## config.mk

```make
export PLATFORM = sky130hd
export DESIGN_NAME = time_ordered_event_queue_core
export DESIGN_NICKNAME = d
export VERILOG_FILES = /design/src/rtl/toeq_pkg.sv /design/src/rtl/toeq_ctrl.sv /design/src/rtl/toeq_datapath.sv /design/src/rtl/time_ordered_event_queue_core.sv
export SDC_FILE = /design/constraint.sdc
export NUM_CORES = 2
export LEC_CHECK = 0
export ABC_AREA = 0
export ABC_CLOCK_PERIOD_IN_PS = 5900
export BUFFER_PORTS_ARGS = -buffer_cell sky130_fd_sc_hd__clkbuf_2
export CORE_UTILIZATION = 38
export CTS_CLUSTER_SIZE = 12
export DETAILED_ROUTE_END_ITERATION = 8
export PLACE_DENSITY_LB_ADDON = 0.08
export SKIP_CTS_REPAIR_TIMING = 1
export SYNTH_ARGS = -nofsm -noshare
export SYNTH_HDL_FRONTEND = slang
export SYNTH_HIERARCHICAL = 1
export SYNTH_SLANG_ARGS = --single-unit
```

## constraint.sdc

```tcl
create_clock -name clk_i -period 5.9 [get_ports clk_i]
set_input_delay 0.295 -clock clk_i [delete_from_list [all_inputs] [get_ports clk_i]]
set_output_delay 0.295 -clock clk_i [all_outputs]
set_load 0.02 [all_outputs]
```

## src/rtl/toeq_pkg.sv

```systemverilog
package toeq_pkg;

  // Field widths of one event, the status code and the occupancy
  localparam int TimeW   = 16;
  localparam int KindW   = 3;
  localparam int NodeW   = 11;
  localparam int LinkW   = 13;
  localparam int StatusW = 2;
  localparam int OccW    = 5;

  // Operation codes
  localparam logic OP_INSERT = 1'b0;
  localparam logic OP_POP    = 1'b1;

  // Result status codes
  typedef enum logic [StatusW-1:0] {
    STATUS_OK    = 2'd0,
    STATUS_FULL  = 2'd1,
    STATUS_EMPTY = 2'd2
  } status_e;

  // Controller states
  typedef enum logic {
    ST_IDLE = 1'b0,
    ST_EXEC = 1'b1
  } state_e;

  // Commands from controller to datapath
  typedef struct packed {
    logic load_in;   // capture the input transaction
    logic do_insert; // shift cells and place the new event
    logic do_pop;    // shift cells toward the head
    logic load_out;  // capture the result transaction
  } cmd_t;

  // Status from datapath to controller
  typedef struct packed {
    logic op_pop;
    logic full;
    logic empty;
  } sts_t;

endpackage

```

## src/rtl/toeq_ctrl.sv

```systemverilog
module toeq_ctrl
  import toeq_pkg::*;
(
  input  logic clk_i,
  input  logic rst_ni,
  input  logic in_valid_i,
  output logic in_stall_o,
  output logic out_valid_o,
  input  logic out_stall_i,
  input  sts_t sts_i,
  output cmd_t cmd_o
);

  state_e state_q, state_d;
  logic   out_valid_q, out_valid_d;
  logic   out_free;

  // Result register can take a new result this cycle
  assign out_free = !out_valid_q || !out_stall_i;

  // Next state
  always_comb begin
    state_d = state_q;
    unique case (state_q)
      ST_IDLE: begin
        if (in_valid_i) state_d = ST_EXEC;
      end
      ST_EXEC: begin
        if (out_free) state_d = ST_IDLE;
      end
      default: state_d = ST_IDLE;
    endcase
  end

  // Outputs and commands
  always_comb begin
    cmd_o      = '0;
    in_stall_o = 1'b1;
    unique case (state_q)
      ST_IDLE: begin
        in_stall_o    = 1'b0;
        cmd_o.load_in = in_valid_i;
      end
      ST_EXEC: begin
        if (out_free) begin
          cmd_o.load_out  = 1'b1;
          cmd_o.do_insert = !sts_i.op_pop && !sts_i.full;
          cmd_o.do_pop    = sts_i.op_pop && !sts_i.empty;
        end
      end
      default: ;
    endcase
  end

  // Result valid flag
  always_comb begin
    out_valid_d = out_valid_q;
    if (cmd_o.load_out) out_valid_d = 1'b1;
    else if (!out_stall_i) out_valid_d = 1'b0;
  end

  assign out_valid_o = out_valid_q;

  always_ff @(posedge clk_i or negedge rst_ni) begin
    if (!rst_ni) begin
      state_q     <= ST_IDLE;
      out_valid_q <= 1'b0;
    end else begin
      state_q     <= state_d;
      out_valid_q <= out_valid_d;
    end
  end

endmodule

```

## src/rtl/toeq_datapath.sv

```systemverilog
module toeq_datapath
  import toeq_pkg::*;
#(
  parameter int QUEUE_DEPTH = 16
) (
  input  logic                    clk_i,
  input  logic                    rst_ni,
  input  cmd_t                    cmd_i,
  output sts_t                    sts_o,
  input  logic                    op_i,
  input  logic        [TimeW-1:0] event_time_i,
  input  logic        [KindW-1:0] event_kind_i,
  input  logic signed [NodeW-1:0] event_node_i,
  input  logic signed [LinkW-1:0] event_link_i,
  output status_e                 status_o,
  output logic        [TimeW-1:0] out_time_o,
  output logic        [KindW-1:0] out_kind_o,
  output logic signed [NodeW-1:0] out_node_o,
  output logic signed [LinkW-1:0] out_link_o,
  output logic        [OccW-1:0]  occupancy_o
);

  localparam int CntW = $clog2(QUEUE_DEPTH + 1);

  // Captured input transaction
  logic             op_q;
  logic [TimeW-1:0] in_time_q;
  logic [KindW-1:0] in_kind_q;
  logic [NodeW-1:0] in_node_q;
  logic [LinkW-1:0] in_link_q;

  // Sorted cells, head at index 0
  logic [TimeW-1:0] time_q [QUEUE_DEPTH];
  logic [KindW-1:0] kind_q [QUEUE_DEPTH];
  logic [NodeW-1:0] node_q [QUEUE_DEPTH];
  logic [LinkW-1:0] link_q [QUEUE_DEPTH];
  logic [QUEUE_DEPTH-1:0] later;

  logic [CntW-1:0]      cnt_q, cnt_d;
  logic [CntW+OccW-1:0] occ_ext;

  always_ff @(posedge clk_i) begin
    if (cmd_i.load_in) begin
      op_q      <= op_i;
      in_time_q <= event_time_i;
      in_kind_q <= event_kind_i;
      in_node_q <= event_node_i;
      in_link_q <= event_link_i;
    end
  end

  assign sts_o.op_pop = (op_q == OP_POP);
  assign sts_o.full   = (cnt_q == CntW'(QUEUE_DEPTH));
  assign sts_o.empty  = (cnt_q == '0);

  // Each occupied cell flags a stored time strictly later than the new one
  always_comb begin
    for (int i = 0; i < QUEUE_DEPTH; i++) begin
      later[i] = (CntW'(i) < cnt_q) && (time_q[i] > in_time_q);
    end
  end

  // Per-cell update: insert shifts later events back, pop shifts toward head
  for (genvar i = 0; i < QUEUE_DEPTH; i++) begin : g_cell
    logic             from_prev;
    logic             take_new;
    logic [TimeW-1:0] prev_time, next_time;
    logic [KindW-1:0] prev_kind, next_kind;
    logic [NodeW-1:0] prev_node, next_node;
    logic [LinkW-1:0] prev_link, next_link;

    if (i == 0) begin : g_first
      assign from_prev = 1'b0;
      assign prev_time = in_time_q;
      assign prev_kind = in_kind_q;
      assign prev_node = in_node_q;
      assign prev_link = in_link_q;
    end else begin : g_rest
      assign from_prev = later[i-1];
      assign prev_time = time_q[i-1];
      assign prev_kind = kind_q[i-1];
      assign prev_node = node_q[i-1];
      assign prev_link = link_q[i-1];
    end

    if (i == QUEUE_DEPTH - 1) begin : g_last
      assign next_time = time_q[i];
      assign next_kind = kind_q[i];
      assign next_node = node_q[i];
      assign next_link = link_q[i];
    end else begin : g_inner
      assign next_time = time_q[i+1];
      assign next_kind = kind_q[i+1];
      assign next_node = node_q[i+1];
      assign next_link = link_q[i+1];
    end

    // First later cell, or first free cell, receives the new event
    assign take_new = later[i] || (CntW'(i) == cnt_q);

    always_ff @(posedge clk_i) begin
      if (cmd_i.do_insert) begin
        if (from_prev) begin
          time_q[i] <= prev_time;
          kind_q[i] <= prev_kind;
          node_q[i] <= prev_node;
          link_q[i] <= prev_link;
        end else if (take_new) begin
          time_q[i] <= in_time_q;
          kind_q[i] <= in_kind_q;
          node_q[i] <= in_node_q;
          link_q[i] <= in_link_q;
        end
      end else if (cmd_i.do_pop) begin
        time_q[i] <= next_time;
        kind_q[i] <= next_kind;
        node_q[i] <= next_node;
        link_q[i] <= next_link;
      end
    end
  end

  // Fill count
  always_comb begin
    cnt_d = cnt_q;
    if (cmd_i.do_insert) cnt_d = cnt_q + CntW'(1);
    else if (cmd_i.do_pop) cnt_d = cnt_q - CntW'(1);
  end

  always_ff @(posedge clk_i or negedge rst_ni) begin
    if (!rst_ni) begin
      cnt_q <= '0;
    end else begin
      cnt_q <= cnt_d;
    end
  end

  assign occ_ext = {{OccW{1'b0}}, cnt_d};

  // Result register
  always_ff @(posedge clk_i) begin
    if (cmd_i.load_out) begin
      occupancy_o <= occ_ext[OccW-1:0];
      out_time_o  <= '0;
      out_kind_o  <= '0;
      out_node_o  <= '0;
      out_link_o  <= '0;
      status_o    <= STATUS_OK;
      if (sts_o.op_pop) begin
        if (sts_o.empty) begin
          status_o <= STATUS_EMPTY;
        end else begin
          out_time_o <= time_q[0];
          out_kind_o <= kind_q[0];
          out_node_o <= node_q[0];
          out_link_o <= link_q[0];
        end
      end else if (sts_o.full) begin
        status_o <= STATUS_FULL;
      end
    end
  end

endmodule

```

## src/rtl/time_ordered_event_queue_core.sv

```systemverilog
// Time-ordered event queue.
// Input channel (in_valid_i / in_stall_o) carries one operation per
// transaction: op_i = 0 inserts the event given by event_time_i,
// event_kind_i, event_node_i, event_link_i; op_i = 1 pops the earliest event.
// Events with equal times leave in arrival order.
// Output channel (out_valid_o / out_stall_i) returns exactly one result per
// operation: status_o (ok, insert dropped because full, pop on empty), the
// popped event (zeros otherwise) and occupancy_o after the operation.
// Each operation is captured, then applied in the update state once the
// output register is free; no new one is taken until it is through capture
// and the single update of the sorted cell array, where every cell compares
// its time to the new one in parallel.
// The input is taken again while a result waits in the output register;
// when the receiver stalls with a result pending, the next operation is
// held in the update stage and the input stalls until the result leaves.
// Reset empties the queue (fill count zero); no clearing pass is needed.
module time_ordered_event_queue_core
  import toeq_pkg::*;
#(
  parameter int QUEUE_DEPTH = 16
) (
  input  logic                    clk_i,
  input  logic                    rst_ni,
  input  logic                    in_valid_i,
  output logic                    in_stall_o,
  input  logic                    op_i,
  input  logic        [TimeW-1:0] event_time_i,
  input  logic        [KindW-1:0] event_kind_i,
  input  logic signed [NodeW-1:0] event_node_i,
  input  logic signed [LinkW-1:0] event_link_i,
  output logic                    out_valid_o,
  input  logic                    out_stall_i,
  output logic        [StatusW-1:0] status_o,
  output logic        [TimeW-1:0] out_time_o,
  output logic        [KindW-1:0] out_kind_o,
  output logic signed [NodeW-1:0] out_node_o,
  output logic signed [LinkW-1:0] out_link_o,
  output logic        [OccW-1:0]  occupancy_o
);

  cmd_t    cmd;
  sts_t    sts;
  status_e status;

  toeq_ctrl u_ctrl (
    .clk_i       (clk_i),
    .rst_ni      (rst_ni),
    .in_valid_i  (in_valid_i),
    .in_stall_o  (in_stall_o),
    .out_valid_o (out_valid_o),
    .out_stall_i (out_stall_i),
    .sts_i       (sts),
    .cmd_o       (cmd)
  );

  toeq_datapath #(
    .QUEUE_DEPTH (QUEUE_DEPTH)
  ) u_datapath (
    .clk_i        (clk_i),
    .rst_ni       (rst_ni),
    .cmd_i        (cmd),
    .sts_o        (sts),
    .op_i         (op_i),
    .event_time_i (event_time_i),
    .event_kind_i (event_kind_i),
    .event_node_i (event_node_i),
    .event_link_i (event_link_i),
    .status_o     (status),
    .out_time_o   (out_time_o),
    .out_kind_o   (out_kind_o),
    .out_node_o   (out_node_o),
    .out_link_o   (out_link_o),
    .occupancy_o  (occupancy_o)
  );

  assign status_o = status;

endmodule

```

==> metrics.md <==
| Metric | Value |
|---|---|
| Setup violations, final | 0 |
| Number of fillers in the final layout | 11,600 |
| First-pass GRT wire length | 245 mm |
| Number of distinct library cell variants in the gate-level netlist after synthesis | 76 |
| Largest net degree at the start of global routing | 200 |
| Outcome | complete, no violations |
| Placed wire-length estimate | 108 mm |
| GRT Overall Usage | 26.5% |
| Rows | 128 |
| Worst hold slack after final layout | 0.134 ns |
| Y dimension of the die | 355 µm |
| Number of cells in the finished layout apart from fillers | 6,029 |
| Remaining DRCs | 0 |
| Most instantiated flip-flop cell in the synthesis netlist | edfxtp_1 |
| CTS Sinks | 789 |
| Hold crit path type | in2async |
| Routed vias | 35,600 |
| Cts bufs inserted | 96 |
| Drt pass-1 iters | 8 |
| Final Skew | 0.0457 ns |
| Peak supply drop | 0.368 mV |
| Average footprint of a synthesized cell | 10.9 µm² |
| Final period util | 85.1% |
| Required time at the worst-slack endpoint | 6.27 ns |
| Initial core utilization | 38.5% |
| Worst-case setup margin in the final layout | 0.879 ns |
| Signal arrival time at the worst endpoint | 5.39 ns |
| Synth area leader | edfxtp_1 |
| Worst-margin pin slew | 1.20 ns |
| Global-route met1 utilization | 37.6% |
| CTS H-Tree Depth | 3 |
| YS warnings | 6 |
| Count of buffers inserted at the top-level ports | 99 |
| Avg Vias per Cell | 5.91 |
| Number of placed cells counting well taps | 5,804 |
| Met2 usage in global routing | 41.9% |
| Total Die Area | 126,000 µm² |
| Critical path startpoint category | flip-flop |
| Cell depth of the worst flop-to-flop path | 9 |
| Crit end category | flip-flop |
| Area growth syn-to-layout | 12.6% |
| Antenna violations before repair | 6 |
| Root cell of the clock tree | clkbuf_16 |
| Remaining antenna violation count | 0 |
| Achievable frequency | 199 MHz |
| CP Max Fanout | 104 |
| Number of global-route vias before repair | 33,900 |
| Met3 usage in global routing | 3.91% |
| Part of the Yosys area used for sequential elements | 50.1% |
| Worst-Skew Late Latency | 0.71 ns |
| Total grt overflow | 0 |
| Die boundary width | 355 µm |
| Total negative slack for setup checks | 0 ns |
| Clock period minus worst slack | 5.02 ns |
| Kind of critical path | reg2reg |
| Fin. Hold Viols | 0 |
| Synth Net Count | 4,624 |
| Area share of the leading cell type in the synthesized netlist | 49.7% |
| Post-CTS clock slew at the launch and capture registers of the worst setup and hold paths | 0.06 ns |
| Routed WL | 170 mm |
| Grt peak-use layer | met2 |
| Count of pins on the block boundary | 100 |
| Area of the mapped netlist | 47,200 µm² |
| Drt first-iter violations | 3,501 |
| Post-Place Worst Slack | 1.02 ns |
| Post-layout nets | 4,632 |
| RSZ-0062 raised after global routing | false |
| Fin. max-slew vios | 0 |
| Core occupancy in the finished layout | 43.4% |
| Routed length per placed instance | 28.2 µm |
| Cells taking the most area after synthesis | edfxtp_1 50%, mux2i_1 11%, ha_1 6.9%, nand2_1 5.2%, a211oi_1 4.1% |
| Buffers from clock root to sink, at most | 3 |
| TritonCTS clock tree | done |
| Number of max-cap violations | 0 |
| Layout cell share with drive strength beyond 1 | 10.8% |
| Cell count after synthesis | 4,315 |
| Count of flip-flops with a built-in enable after synthesis | 782 |
| Worst slew margin relative to its limit | 19.5% |
| Ant. Diodes | 0 |
| Fraction of synthesis flops using an asynchronous set or reset pin | 0.887% |
| Floorplan Core Area | 123,000 µm² |
| Power Dens Cells | 443 nW/µm² |
| RePlAce Congestion | 0.975 |
| Leakage | 19.8 nW |
| Register bit count reported by yosys | 789 |
[kinds of logic (layout without fill, tap and decap cells)]
family                   Yosys count  in the layout  share of synthesized area (%)
flip-flops                       789            789                           50.1
adder cells (fa/ha/maj)          261            261                           6.92
AND/OR/NAND/NOR                 1183           1183                           11.8
AO/OA/AOI/OAI                   1090           1090                           14.4
multiplexers                     597            597                           12.9
XOR/XNOR                           4              4                         0.0742
buffers and inverters            391            480                           3.78
[metal layers]
| layer | up-vias | wire length [µm] |
|---|---|---|
| li1 | 16300 | - |
| met1 | 17900 | 77000 |
| met2 | 1200 | 77000 |
| met3 | 243 | 10600 |
| met4 | 2 | 5180 |
| met5 | - | 11 |
[cells in the mapped netlist, types with 11 or more instances]
library cell  instances
edfxtp_1            782
ha_1                261
nor2_1               74
buf_4                42
a21o_1               20
a211oi_1            261
a221o_1              45
buf_2                29
mux2i_1             511
o21ai_0             182
nor2b_1             273
nand3_1              18
a21oi_1             363
buf_6                16
nand4_1              52
nor3_1               13
mux2_2               86
inv_1                45
o21ai_1              67
a31oi_1              57
o211ai_1             18
nor4_1               11
nand2_1             660
and3_1               47
clkbuf_1            256
[power breakdown]
group	switching, mW	internal (mW)	leakage (nW)
sequential	1.17	8.14	7.40
clock	2.56	3.24	1.47
combinational	5.38	3.06	11.0
[critical path, cell delays in order, from the launching register on]
cell and delay, ns:
dfrtp_1 0.65, inv_1 0.17, ha_1 0.30, nor2b_1 0.22
nor3b_1 0.22, nor3b_4 0.28, buf_4 0.57, buf_4 0.96
buf_4 0.97, a31oi_1 0.24
[final timing paths]
kind	from	end	slack (ns)
setup / recovery	u_datapath/cnt_q[1]$_DFF_PN0_	u_datapath/node_q[0][51]$_DFFE_PP_	0.88
hold / removal	rst_ni	u_ctrl/out_valid_o$_DFFE_PN0P_	0.13
setup reg to reg	u_datapath/cnt_q[1]$_DFF_PN0_	u_datapath/node_q[0][51]$_DFFE_PP_	0.88
hold reg to reg	u_datapath/link_q[1][99]$_DFFE_PP_	u_datapath/link_q[1][86]$_DFFE_PP_	0.52
max in group asynchronous	rst_ni	u_datapath/cnt_q[4]$_DFF_PN0_	5.37
min in group clk_i	in_valid_i	u_datapath/g_cell[0].prev_node[4]$_DFFE_PP_	0.17
[cell type report]
class                           instances  area, µm²  area share (%)
Timing Repair Buffer                  256       2140            4.02
Sequential cell                       789      23700            44.5
Clock inverter                         48        412           0.774
Inverter                               45        169           0.318
Clock buffer                          131       2610            4.90
Multi-Input combinational cell       3135      22200            41.7
Tap cell                             1625       2030            3.82
[registers in the layout, indices dropped and copies added (netlist names)]
| name | count |
|---|---|
| u_datapath/occupancy_o | 5 |
| u_ctrl/state_q | 1 |
| u_datapath/out_kind_o | 3 |
| u_datapath/g_cell.prev_node | 11 |
| u_ctrl/out_valid_o | 1 |
| u_datapath/node_q | 176 |
| u_datapath/time_q | 256 |
| u_datapath/out_link_o | 13 |
| u_datapath/cnt_q | 5 |
| u_datapath/g_cell.prev_kind | 3 |
| u_datapath/kind_q | 48 |
| u_datapath/op_q | 1 |
| u_datapath/status_o | 2 |
| u_datapath/g_cell.prev_time | 16 |
| u_datapath/out_node_o | 11 |
| u_datapath/link_q | 208 |
| u_datapath/g_cell.prev_link | 13 |
| u_datapath/out_time_o | 16 |
[cell usage in the layout (no fill, tap or decap), types with 5 or more instances in the layout]
cell,Yosys,final
nor2_1,74,71
nor2b_1,273,272
o21a_1,6,5
clkbuf_1,256,30
nand2_1,660,657
clkinv_2,0,19
a221o_1,45,45
a41o_1,6,6
a21boi_0,5,5
o21ai_0,182,181
and2_1,6,6
mux2_2,86,86
clkbuf_2,1,99
a31oi_4,1,10
o211ai_1,18,18
o211a_1,7,6
dfrtp_1,7,7
buf_4,42,83
a211oi_1,261,260
o41ai_1,5,5
ha_1,261,261
o21ai_1,67,66
mux2i_1,511,511
a21oi_1,363,360
nand4_1,52,52
nor3_1,13,13
nand3_1,18,18
clkbuf_16,0,98
nor4_1,11,11
edfxtp_1,782,782
a31oi_1,57,48
inv_1,45,45
clkinv_1,0,17
a21o_1,20,20
buf_12,0,28
dlygate4sd3_1,0,46
and3_1,47,47
and4_1,9,9
[metrics by stage]
| step | total power, mW | instance area [µm²] |
|---|---|---|
| floorplan | 14.4 | 47200 |
| global placement | 17.6 | 49700 |
| detailed placement | 17.7 | 49700 |
| CTS | 23.6 | 52700 |
| global route | 24.6 | 53200 |
| finish | 23.6 | 53200 |
Note: power is estimated with default switching activity, not from simulation.
